===== src/lsae_pkg.sv =====
package lsae_pkg;

	// Animation modes, as held in the animation_mode register
	typedef enum logic [1:0] {
		MODE_BREATHE = 2'd0,
		MODE_ROTATE  = 2'd1,
		MODE_SOLID   = 2'd2,
		MODE_WAVE    = 2'd3
	} anim_mode_t;

	// Pointer modes carried by each tick
	localparam logic [1:0] PTR_SCROLL = 2'd1;
	localparam logic [1:0] PTR_MIDDLE = 2'd2;

	// Configuration register indexes
	localparam int CFG_INDEX_W = 3;
	localparam int CFG_DATA_W  = 24;
	localparam logic [CFG_INDEX_W-1:0] REG_ANIM_MODE    = 3'd0;
	localparam logic [CFG_INDEX_W-1:0] REG_INTERVAL_MS  = 3'd1;
	localparam logic [CFG_INDEX_W-1:0] REG_SCROLL_COLOR = 3'd2;
	localparam logic [CFG_INDEX_W-1:0] REG_MIDDLE_COLOR = 3'd3;
	localparam logic [CFG_INDEX_W-1:0] REG_MOUSE_COLOR  = 3'd4;

	localparam logic [15:0] INTERVAL_RESET = 16'd75;

	// Phase steps in 1/65536 of a turn
	localparam logic [15:0] BREATHE_STEP = 16'd522;
	localparam logic [15:0] WAVE_STEP    = 16'd1043;
	localparam logic [15:0] WAVE_OFFSET  = 16'd5215;

	// Quarter-wave sine polynomial in Q30 (odd, degree nine)
	localparam longint Q30     = 64'sd1073741824;
	localparam longint POLY_C0 = 64'sd1686629713;
	localparam longint POLY_C1 = -64'sd693598668;
	localparam longint POLY_C2 = 64'sd85569306;
	localparam longint POLY_C3 = -64'sd5026995;
	localparam longint POLY_C4 = 64'sd172272;

	// One frame job handed from the tick gate to the frame pipeline
	typedef struct packed {
		logic [23:0] color;
		anim_mode_t  mode;
		logic [15:0] phase;
		logic [5:0]  lit;
	} job_t;

	// One LED result
	typedef struct packed {
		logic [5:0] led_number;
		logic [7:0] red;
		logic [7:0] green;
		logic [7:0] blue;
		logic       frame_end;
	} pixel_t;

endpackage


===== src/led_strip_animation_engine.sv =====
// The first LED result of an updating tick passes the job registers, stages s1 and s2
// and the output register. Throughput: one LED result per cycle unless m_tready stalls,
// STRIP_LENGTH per updating tick; gate-dropped ticks are taken one per cycle while the frame pipeline has room.
// A new tick is taken in the cycle the previous frame issues its last LED.
// Reset (arst_n low): registers return to their defaults, state clears, pipeline empties.
module led_strip_animation_engine #(
	parameter int STRIP_LENGTH = 8,
	parameter int SINE_ENTRIES = 256
) (
	input  logic                               clk,
	input  logic                               arst_n,
	input  logic                               s_tvalid,
	output logic                               s_tready,
	input  logic [39:0]                        s_tdata,  // now_ms[31:0], pointer_mode[33:32]
	output logic                               m_tvalid,
	input  logic                               m_tready,
	output logic [31:0]                        m_tdata,  // led_number[5:0], red[13:6],
	                                                     // green[21:14], blue[29:22]
	output logic                               m_tlast,  // frame_end
	input  logic                               cfg_we,
	input  logic [lsae_pkg::CFG_INDEX_W-1:0]   cfg_index,
	input  logic [lsae_pkg::CFG_DATA_W-1:0]    cfg_data
);
	import lsae_pkg::*;

	localparam logic [5:0] LAST_LED = 6'(STRIP_LENGTH - 1);

	// Configuration registers
	anim_mode_t  anim_mode_q;
	logic [15:0] interval_q;
	logic [23:0] scroll_color_q;
	logic [23:0] middle_color_q;
	logic [23:0] mouse_color_q;

	// Animation state
	logic [31:0] last_update_q;
	logic [15:0] phase_q;
	logic [5:0]  lit_q;

	logic [31:0] now_ms;
	logic [1:0]  pointer_mode;
	logic [31:0] elapsed;
	logic        take, emit, load_ok;
	job_t        job;
	pixel_t      pix;

	assign now_ms       = s_tdata[31:0];
	assign pointer_mode = s_tdata[33:32];

	// Hold configuration; writes beyond the register list drop
	always_ff @(posedge clk or negedge arst_n) begin
		if (!arst_n) begin
			anim_mode_q    <= MODE_BREATHE;
			interval_q     <= INTERVAL_RESET;
			scroll_color_q <= '0;
			middle_color_q <= '0;
			mouse_color_q  <= '0;
		end else if (cfg_we) begin
			unique case (cfg_index)
				REG_ANIM_MODE:    anim_mode_q    <= anim_mode_t'(cfg_data[1:0]);
				REG_INTERVAL_MS:  interval_q     <= cfg_data[15:0];
				REG_SCROLL_COLOR: scroll_color_q <= cfg_data;
				REG_MIDDLE_COLOR: middle_color_q <= cfg_data;
				REG_MOUSE_COLOR:  mouse_color_q  <= cfg_data;
				default: ;
			endcase
		end
	end

	// Take a tick only when the frame pipeline can load a new job
	assign s_tready = load_ok;
	assign take     = s_tvalid && s_tready;

	// Gate: solid always updates; other modes wait out the interval (mod 2^32)
	assign elapsed = now_ms - last_update_q;
	assign emit    = (anim_mode_q == MODE_SOLID) || (elapsed >= {16'd0, interval_q});

	// Pick the base color from the pointer mode; phase and lit position are pre-update
	always_comb begin
		case (pointer_mode)
			PTR_SCROLL: job.color = scroll_color_q;
			PTR_MIDDLE: job.color = middle_color_q;
			default:    job.color = mouse_color_q;
		endcase
		job.mode  = anim_mode_q;
		job.phase = phase_q;
		job.lit   = lit_q;
	end

	// Advance animation state on every gated update; solid leaves it alone
	always_ff @(posedge clk or negedge arst_n) begin
		if (!arst_n) begin
			last_update_q <= '0;
			phase_q       <= '0;
			lit_q         <= '0;
		end else if (take && emit && anim_mode_q != MODE_SOLID) begin
			last_update_q <= now_ms;
			case (anim_mode_q)
				MODE_BREATHE: phase_q <= phase_q + BREATHE_STEP;
				MODE_WAVE:    phase_q <= phase_q + WAVE_STEP;
				MODE_ROTATE:  lit_q   <= (lit_q >= LAST_LED) ? 6'd0 : lit_q + 6'd1;
				default: ;
			endcase
		end
	end

	lsae_frame_pipe #(
		.STRIP_LENGTH(STRIP_LENGTH),
		.SINE_ENTRIES(SINE_ENTRIES)
	) u_frame_pipe (
		.clk       (clk),
		.arst_n    (arst_n),
		.start     (take && emit),
		.job       (job),
		.load_ok   (load_ok),
		.out_valid (m_tvalid),
		.out_ready (m_tready),
		.out_pix   (pix)
	);

	assign m_tdata = {2'b00, pix.blue, pix.green, pix.red, pix.led_number};
	assign m_tlast = pix.frame_end;

	// A solid-mode tick never moves the update timestamp
	a_solid_keeps_time: assert property (@(posedge clk) disable iff (!arst_n)
		take && anim_mode_q == MODE_SOLID |=> $stable(last_update_q))
		else $error("solid tick changed last update time");

	// The rotating LED always stays on the strip
	a_lit_on_strip: assert property (@(posedge clk) disable iff (!arst_n)
		lit_q <= LAST_LED)
		else $error("lit position left the strip");

	// The frame end mark rides only on the last LED
	a_last_on_last_led: assert property (@(posedge clk) disable iff (!arst_n)
		m_tvalid |-> (m_tlast == (m_tdata[5:0] == LAST_LED)))
		else $error("frame end on wrong LED");

	// Without a taken tick the timestamp stays put
	a_drop_keeps_time: assert property (@(posedge clk) disable iff (!arst_n)
		!take |=> $stable(last_update_q))
		else $error("timestamp moved without a tick");

endmodule


===== src/lsae_frame_pipe.sv =====
module lsae_frame_pipe #(
	parameter int STRIP_LENGTH = 8,
	parameter int SINE_ENTRIES = 256
) (
	input  logic            clk,
	input  logic            arst_n,
	input  logic            start,
	input  lsae_pkg::job_t  job,
	output logic            load_ok,
	output logic            out_valid,
	input  logic            out_ready,
	output lsae_pkg::pixel_t out_pix
);
	import lsae_pkg::*;

	localparam int IW = (SINE_ENTRIES > 1) ? $clog2(SINE_ENTRIES) : 1;
	localparam int PW = 16 + IW;
	localparam logic [5:0] LAST_LED = 6'(STRIP_LENGTH - 1);

	// k = scale factor for sine index idx, evaluated at elaboration
	function automatic logic [7:0] scale_k(input int idx);
		longint u;
		longint q;
		longint r;
		longint x;
		longint x2;
		longint acc;
		longint lvl;
		longint k;
		u = (longint'(idx) * 64'sd65536) / SINE_ENTRIES;
		q = (u >>> 14) & 64'sd3;
		r = u & 64'sd16383;
		if (q[0]) r = 64'sd16384 - r;
		x = r * 64'sd65536;
		x2 = (x * x) / Q30;
		acc = POLY_C4;
		acc = POLY_C3 + (acc * x2) / Q30;
		acc = POLY_C2 + (acc * x2) / Q30;
		acc = POLY_C1 + (acc * x2) / Q30;
		acc = POLY_C0 + (acc * x2) / Q30;
		acc = (acc * x) / Q30;
		if (acc < 0) acc = 0;
		if (acc > Q30) acc = Q30;
		lvl = (q < 2) ? (Q30 + acc) : (Q30 - acc);
		k = (lvl * 64'sd255 + Q30) >>> 31;
		if (k > 255) k = 255;
		return k[7:0];
	endfunction

	logic [7:0] ktab [SINE_ENTRIES];
	for (genvar g = 0; g < SINE_ENTRIES; g++) begin : g_ktab
		assign ktab[g] = scale_k(g);
	end

	// Job registers
	logic        active_q;
	logic [5:0]  cnt_q;
	logic [15:0] turn_q;
	logic [23:0] color_q;
	anim_mode_t  mode_q;
	logic [5:0]  lit_q;

	// Stage registers
	logic          valid_s1, valid_s2, valid_q;
	logic [5:0]    led_s1, led_s2;
	logic          last_s1, last_s2;
	logic [23:0]   color_s1, color_s2;
	logic          scaled_s1, scaled_s2;
	logic [IW-1:0] idx_s1;
	logic [7:0]    k_s2;
	pixel_t        pix_q;

	logic          adv, issue, is_last;
	logic [PW-1:0] prod;
	logic [15:0]   r_p, g_p, b_p;

	assign adv     = !valid_q || out_ready;
	assign issue   = adv && active_q;
	assign is_last = (cnt_q == LAST_LED);
	assign load_ok = !active_q || (issue && is_last);
	assign prod    = PW'(turn_q) * PW'(SINE_ENTRIES);

	always_ff @(posedge clk or negedge arst_n) begin
		if (!arst_n) begin
			active_q <= 1'b0;
		end else if (start) begin
			active_q <= 1'b1;
		end else if (issue && is_last) begin
			active_q <= 1'b0;
		end
	end

	always_ff @(posedge clk) begin
		if (start) begin
			cnt_q   <= '0;
			turn_q  <= job.phase;
			color_q <= job.color;
			mode_q  <= job.mode;
			lit_q   <= job.lit;
		end else if (issue) begin
			cnt_q <= cnt_q + 6'd1;
			if (mode_q == MODE_WAVE) turn_q <= turn_q + WAVE_OFFSET;
		end
	end

	always_ff @(posedge clk or negedge arst_n) begin
		if (!arst_n) begin
			valid_s1 <= 1'b0;
			valid_s2 <= 1'b0;
			valid_q  <= 1'b0;
		end else if (adv) begin
			valid_s1 <= issue;
			valid_s2 <= valid_s1;
			valid_q  <= valid_s2;
		end
	end

	always_ff @(posedge clk) begin
		if (adv) begin
			led_s1    <= cnt_q;
			last_s1   <= is_last;
			color_s1  <= (mode_q == MODE_ROTATE && cnt_q != lit_q) ? 24'd0 : color_q;
			scaled_s1 <= (mode_q == MODE_BREATHE) || (mode_q == MODE_WAVE);
			idx_s1    <= prod[16 +: IW];

			led_s2    <= led_s1;
			last_s2   <= last_s1;
			color_s2  <= color_s1;
			scaled_s2 <= scaled_s1;
			k_s2      <= ktab[idx_s1];

			pix_q.led_number <= led_s2;
			pix_q.frame_end  <= last_s2;
			pix_q.red        <= scaled_s2 ? r_p[15:8] : color_s2[23:16];
			pix_q.green      <= scaled_s2 ? g_p[15:8] : color_s2[15:8];
			pix_q.blue       <= scaled_s2 ? b_p[15:8] : color_s2[7:0];
		end
	end

	assign r_p = color_s2[23:16] * k_s2;
	assign g_p = color_s2[15:8] * k_s2;
	assign b_p = color_s2[7:0] * k_s2;

	assign out_valid = valid_q;
	assign out_pix   = pix_q;

endmodule

===== config.mk =====
export PLATFORM = sky130hd
export DESIGN_NAME = led_strip_animation_engine
export DESIGN_NICKNAME = d
export VERILOG_FILES = /design/src/lsae_pkg.sv /design/src/led_strip_animation_engine.sv /design/src/lsae_frame_pipe.sv
export SDC_FILE = /design/constraint.sdc
export NUM_CORES = 1
export LEC_CHECK = 0
export BUFFER_PORTS_ARGS = -buffer_cell sky130_fd_sc_hd__buf_4
export CORE_MARGIN = 2
export CORE_UTILIZATION = 36
export DETAILED_ROUTE_END_ITERATION = 16
export GPL_TIMING_DRIVEN = 0
export HOLD_SLACK_MARGIN = 0.15
export PLACE_DENSITY_LB_ADDON = 0.05
export SYNTH_ARGS = -nofsm -noshare
export SYNTH_HDL_FRONTEND = slang
export SYNTH_HIERARCHICAL = 1
export SYNTH_SLANG_ARGS = --single-unit

===== constraint.sdc =====
create_clock -name clk -period 18.75 [get_ports clk]
set_input_delay 0.9375 -clock clk [delete_from_list [all_inputs] [get_ports clk]]
set_output_delay 0.9375 -clock clk [all_outputs]
set_load 0.01 [all_outputs]

# Yosys cells after proc, flatten, opt, wreduce, memory -nomap -nowiden
# Memory sizes are Yosys's and may differ from the RTL's. A register that Yosys moved wholly into a read port is not among the register bits.
# Cells that the tools add are included.
# totals
reg_bits	305
romBits	2048
inputBits	72
output_inout_bits	35
wordCells	96
n_memories	1
# memory_table
name	words	word_bits	rd	rd_clocked_by_memory_dff	wr	line_no	source
(name not given)	256	8	1	1	0	lsae_frame_pipe.sv:130	k_s2 <= ktab[idx_s1];
# classes
addsub	6
n_mul	3
n_lt_le_gt_ge	2
eq_ne	14
muxes	11
n_bitwise	1
reduce_logical	27
# op_table
operator	n
multiplier 8 x 8 -> 16 bit	3
two-way mux 16 bit	3
case mux 24 bit (2 select lines)	1
>= comparator 32 x 16 -> 1 bit	1
case mux 16 bit (2 select lines)	1
subtractor 32 bit	1
two-way mux 8 bit	3
adder 16 x 10 -> 16 bit (second input constant)	1
adder 16 x 11 -> 16 bit (second input constant)	1
adder 16 x 13 -> 16 bit (second input constant)	1
AND reduction 2 bit	8
adder 6 x 1 -> 6 bit (second input constant)	2
inverter 8 -> 9 bit	1
equality test 2 bit (second input constant)	4
nonzero test 2 bit	4
equality test 2 x 1 -> 1 bit (second input constant)	3
equality test 3 x 2 -> 1 bit (second input constant)	2
equality test 6 x 3 -> 1 bit (second input constant)	1
>= comparator 6 x 3 -> 1 bit (second input constant)	1
logical AND 1 bit	6
two-way mux 6 bit	1
inequality test 6 bit	1
zero test 2 bit	2
logical OR 1 bit	4
other kinds (6)	8

# Depth between registers and ports, before layout
# logic_depth
ltp_word	9
mapped_depth	23
ltp_nobuf	23

# Hierarchy
# The synthesis kept the hierarchy.
# modules_own_cells
mod	n_inst	cells_each	area_each_um2	seq_area_each_um2
lsae_frame_pipe	1	1306	13868.3	4994.8
led_strip_animation_engine	1	891	8628.3	3608.5

# Worst setup path before layout
# Ideal clock, no wire load.
# synth_path
path_kind	input-to-reg
start	in m_tready
end	reg u_frame_pipe.turn_q[0], enable pin
setup_time_ns	0.367
arrival_ns	7.004
required_ns	18.383
setup_slack_ns	11.379
path_stages	7
path_buffers	2
cell_sequence	nand2b_1 -> a21bo_2 -> nand2_1 -> nor2_1 -> clkbuf_1 -> buf_1 -> a21o_1
# synth_between
elab_chain_cells	8
elab_cells_between_ends	9
classes_between	reduce/logical: 9
# synth_rtl
element	line_no	source
start: declaration	led_strip_animation_engine.sv:16	input logic m_tready,
logical OR 1 bit *	lsae_frame_pipe.sv:77	assign adv = !valid_q || out_ready;
logical AND 1 bit *	lsae_frame_pipe.sv:78	assign issue = adv && active_q;
logical AND 1 bit *	lsae_frame_pipe.sv:80	assign load_ok = !active_q || (issue && is_last);
logical OR 1 bit *	lsae_frame_pipe.sv:80	
named net s_tready	led_strip_animation_engine.sv:13	output logic s_tready,
logical AND 1 bit *	led_strip_animation_engine.sv:72	assign take = s_tvalid && s_tready;
logical AND 1 bit *	led_strip_animation_engine.sv:113	.start (take && emit),
nonzero test 2 bit (no source line)	n/a	
AND reduction 2 bit (no source line) *	n/a	
end signal: assignment	lsae_frame_pipe.sv:96	turn_q <= job.phase;
end signal: assignment	lsae_frame_pipe.sv:102	if (mode_q == MODE_WAVE) turn_q <= turn_q + WAVE_OFFSET;
end: declaration	lsae_frame_pipe.sv:58	logic [15:0] turn_q;
# The timed path passes the listed nets; every way through them passes the cells marked *.
# A chain may end at the register's enable or synchronous reset.

# Worst setup path in the final report
# layout_path
start	in s_tdata[0]
end	reg u_frame_pipe.turn_q[7], enable pin
# layout_between
elab_chain_cells	6
elab_cells_between_ends	7
classes_between	add/sub: 1; order compare: 1; reduce/logical: 5
# layout_rtl
element	line_no	source
start: declaration	led_strip_animation_engine.sv:14	input logic [39:0] s_tdata,
subtractor 32 bit *	led_strip_animation_engine.sv:75	assign elapsed = now_ms - last_update_q;
>= comparator 32 x 16 -> 1 bit *	led_strip_animation_engine.sv:76	assign emit = (anim_mode_q == MODE_SOLID) || (elapsed >= {16'd0, interval_q});
logical OR 1 bit *	led_strip_animation_engine.sv:76	
logical AND 1 bit *	led_strip_animation_engine.sv:113	
nonzero test 2 bit (no source line)	n/a	
AND reduction 2 bit (no source line) *	n/a	
# Mark *: on every way between the ends. The rest lies on a longest branch, timed or not.

==> flow_metrics.tcl <==
set metrics [dict create \
    hold_viol 0 \
    worst_slew_pin_slew_ns 0.968 \
    viasPerCell 5.20 \
    syn-cell-area_mm2 0.0225 \
    wirelength_um 61200 \
    place_congestion 0.926 \
    synth_area_leaders "edfxtp_1 21%, dfrtp_1 16%, ha_1 9.7%, fa_1 9.4%, and2_1 5.1%" \
    worst_r2r_path_depth 19 \
    post_cts_buffers 0 \
    grt_pass1_wl_um 97900 \
    cp.required_ns 18.93 \
    yosys_register_bits 313 \
    synth_ff_type "edfxtp_1" \
    drive_gt1_frac 0.140 \
    worst_slack_ns 12.57 \
    start_util 0.365 \
    first_pass_iters 5 \
    io_buffers 97 \
    vias 16661 \
    crit_path_end_kind "flop" \
    die_x_um 254 \
    min_period_over_period 0.329 \
    ant_nets 0 \
    fmax_ghz 0.162 \
    seq_area_mm2 0.00860 \
    insertion_delay_ns 0.57 \
    hold_buffers 0 \
    grt_pass1_vias 17054 \
    finalSetupViolCount 0 \
    rsz0062_at_grt "false" \
    row_count 91 \
    finalCriticalPeriod_ns 6.18 \
    drv_slew 0 \
    yosys.area.top_type "edfxtp_1" \
    run_status "finished clean" \
    antenna_found_initial 0 \
    hold_slack_ns 0.332 \
    fp.dieH_um 254 \
    arrival_ns 6.35 \
    antenna_cells 0 \
    cts_tree "built" \
    area_growth_pct 14.1 \
    synth_edf_count 159 \
    cts_root_buf "clkbuf_16" \
    coreArea_mm2 0.0617 \
    final_util 0.416 \
    wl_per_cell_um 19.1 \
    maxCapViolations 0 \
    fin_setup_tns_ns 0 \
    fillerInstances 6168 \
    h-tree-depth 2 \
    avgSynthCellArea_um2 10.2 \
    min_path_type "in -> async" \
    fin_nets 2691 \
    ios 107 \
    grt_usage 0.195 \
    cts-resized-gates 0 \
    overflow 0 \
    cp-start-kind "input port" \
    ys_types 104 \
    path_max_fanout 37 \
    skew_ns 0.0313 \
    synth_warnings 6 \
    numCtsBuffers 38 \
    multi_input_area_mm2 0.0127 \
    critical_path_class "in -> reg" \
    post-dp-hpwl_um 45700 \
    grt_max_degree 93 \
    synth_top_area_frac 0.212 \
    pre_cts_slack_ns 11.91 \
    clkSlewWorstSetupHoldPaths_ns 0.06 \
    dieArea_mm2 0.0645 \
    clockBufferDepth 3 \
    cts_sinks 313 \
    drc 0 \
    synthCells 2197 \
    drt-initial-drc-count 895 \
    seq_area_frac_synth 0.382 \
    maxSlewHeadroom 0.353 \
    async_flop_share 0.473 \
]
[area by class of cell]
| class | count | share of cell area |
|---|---|---|
| multi-input cells | 1582 | 0.495 |
| plain buffers | 100 | 0.0175 |
| clock inverters | 22 | 0.0107 |
| flip-flops and latches | 313 | 0.335 |
| well taps | 837 | 0.0408 |
| clock buffers | 48 | 0.0401 |
| inverters | 203 | 0.0297 |
| repair buffers | 100 | 0.0309 |
[state kept, by name, summed over array words and instances (netlist names), 8 cells and up]
name,count
u_frame_pipe/turn_q,16
interval_q,16
last_update_q,32
u_frame_pipe/color_q,24
u_frame_pipe/out_pix,31
scroll_color_q,24
u_frame_pipe/color_s1,24
u_frame_pipe/color_s2,24
middle_color_q,24
phase_q,16
mouse_color_q,24
u_frame_pipe/idx_s1,8
u_frame_pipe/k_s2,8
[per-stage QoR]
stage / cell area [µm²] / cells
after floorplan: 22500 / 2198
after global placement: 24300 / 3132
after detailed placement: 24400 / 3135
after CTS: 25700 / 3205
after global routing: 25700 / 3205
final: 25700 / 3205
[final timing paths]
kind | startpoint | endpoint | slack [ns]
max reg2reg | last_update_q[0]$_DFFE_PN0P_ | u_frame_pipe/turn_q[7]$_DFFE_PP_ | 12.69
min in group clk | u_frame_pipe/led_s1[4]$_DFFE_PN_ | u_frame_pipe/led_s2[4]$_DFFE_PN_ | 0.40
max | s_tdata[0] | u_frame_pipe/turn_q[7]$_DFFE_PP_ | 12.57
min | arst_n | middle_color_q[22]$_DFFE_PN0P_ | 0.33
max in group asynchronous | arst_n | u_frame_pipe/valid_s1$_DFFE_PN0N_ | 17.51
min reg2reg | u_frame_pipe/led_s1[4]$_DFFE_PN_ | u_frame_pipe/led_s2[4]$_DFFE_PN_ | 0.40
[Yosys cell counts, types with 18 or more instances]
cell type,n
mux2_2,96
fa_1,106
a21o_1,26
nand2_1,209
ha_1,175
xor2_1,26
nor3_1,18
a211oi_1,25
nand2b_1,21
dfrtp_1,144
a22oi_1,28
inv_1,201
nor2_1,81
nand3_1,30
edfxtp_1,159
xnor2_1,47
o21ai_0,128
buf_2,23
nor2b_1,23
nand4_1,22
and2_1,183
a21oi_1,91
clkbuf_1,62
[cell families after synthesis]
| family | Yosys count | synth area share |
|---|---|---|
| xor gates and xnor gates | 73 | 0.0284 |
| buffers and inverters | 303 | 0.0538 |
| adders and majority gates | 281 | 0.192 |
| DFF | 313 | 0.382 |
| and+or+nand+nor | 648 | 0.150 |
| other | 1 | 0.000167 |
| muxes | 111 | 0.0563 |
| AOI/OAI and AO/OA | 467 | 0.137 |
[routing by layer]
metal | global-route usage | vias to the layer above | wire [µm] | part of all wire
met5 | 0 | - | 0 | 0
met4 | 0.0629 | 0 | 1790 | 0.029
met3 | 0.0237 | 96 | 2290 | 0.037
met2 | 0.314 | 349 | 28200 | 0.46
met1 | 0.271 | 8233 | 28900 | 0.47
li1 | - | 7983 | - | -
[cells in the final DEF (no fill, tap or decap), types with 22 or more instances in the layout]
cell	netlist	routed
ha_1	175	175
a211oi_1	25	25
edfxtp_1	159	159
xor2_1	26	26
nand3_1	30	30
fa_1	106	106
nor2b_1	23	23
a21o_1	26	26
a21oi_1	91	91
mux2_2	96	96
inv_1	201	201
o21ai_0	128	128
xnor2_1	47	47
buf_2	23	24
nor2_1	81	80
clkbuf_1	62	69
dfrtp_1	144	144
a22oi_1	28	28
nand4_1	22	22
buf_4	5	101
nand2_1	209	209
clkbuf_16	0	39
and2_1	183	183
[critical path, stage by stage]
cell       delay [ns]
buf_4            0.08
inv_1            0.03
ha_1             0.22
fa_1             0.41
nor2b_1          0.19
o2111ai_1        0.23
a21oi_2          0.33
nor2_1           0.12
o21ai_0          0.23
xor2_1           0.11
ha_1             0.30
nand4_1          0.14
a211oi_1         0.19
o21ai_0          0.18
o2111ai_1        0.14
nor4b_2          0.08
and4_4           0.19
nor2_4           0.73
clkbuf_1         0.42
buf_1            0.47
a21o_1           0.60
Power is left out: the tool's default activity adds up to more than one toggle a clock period on the data nets, which glitch-free logic cannot reach.
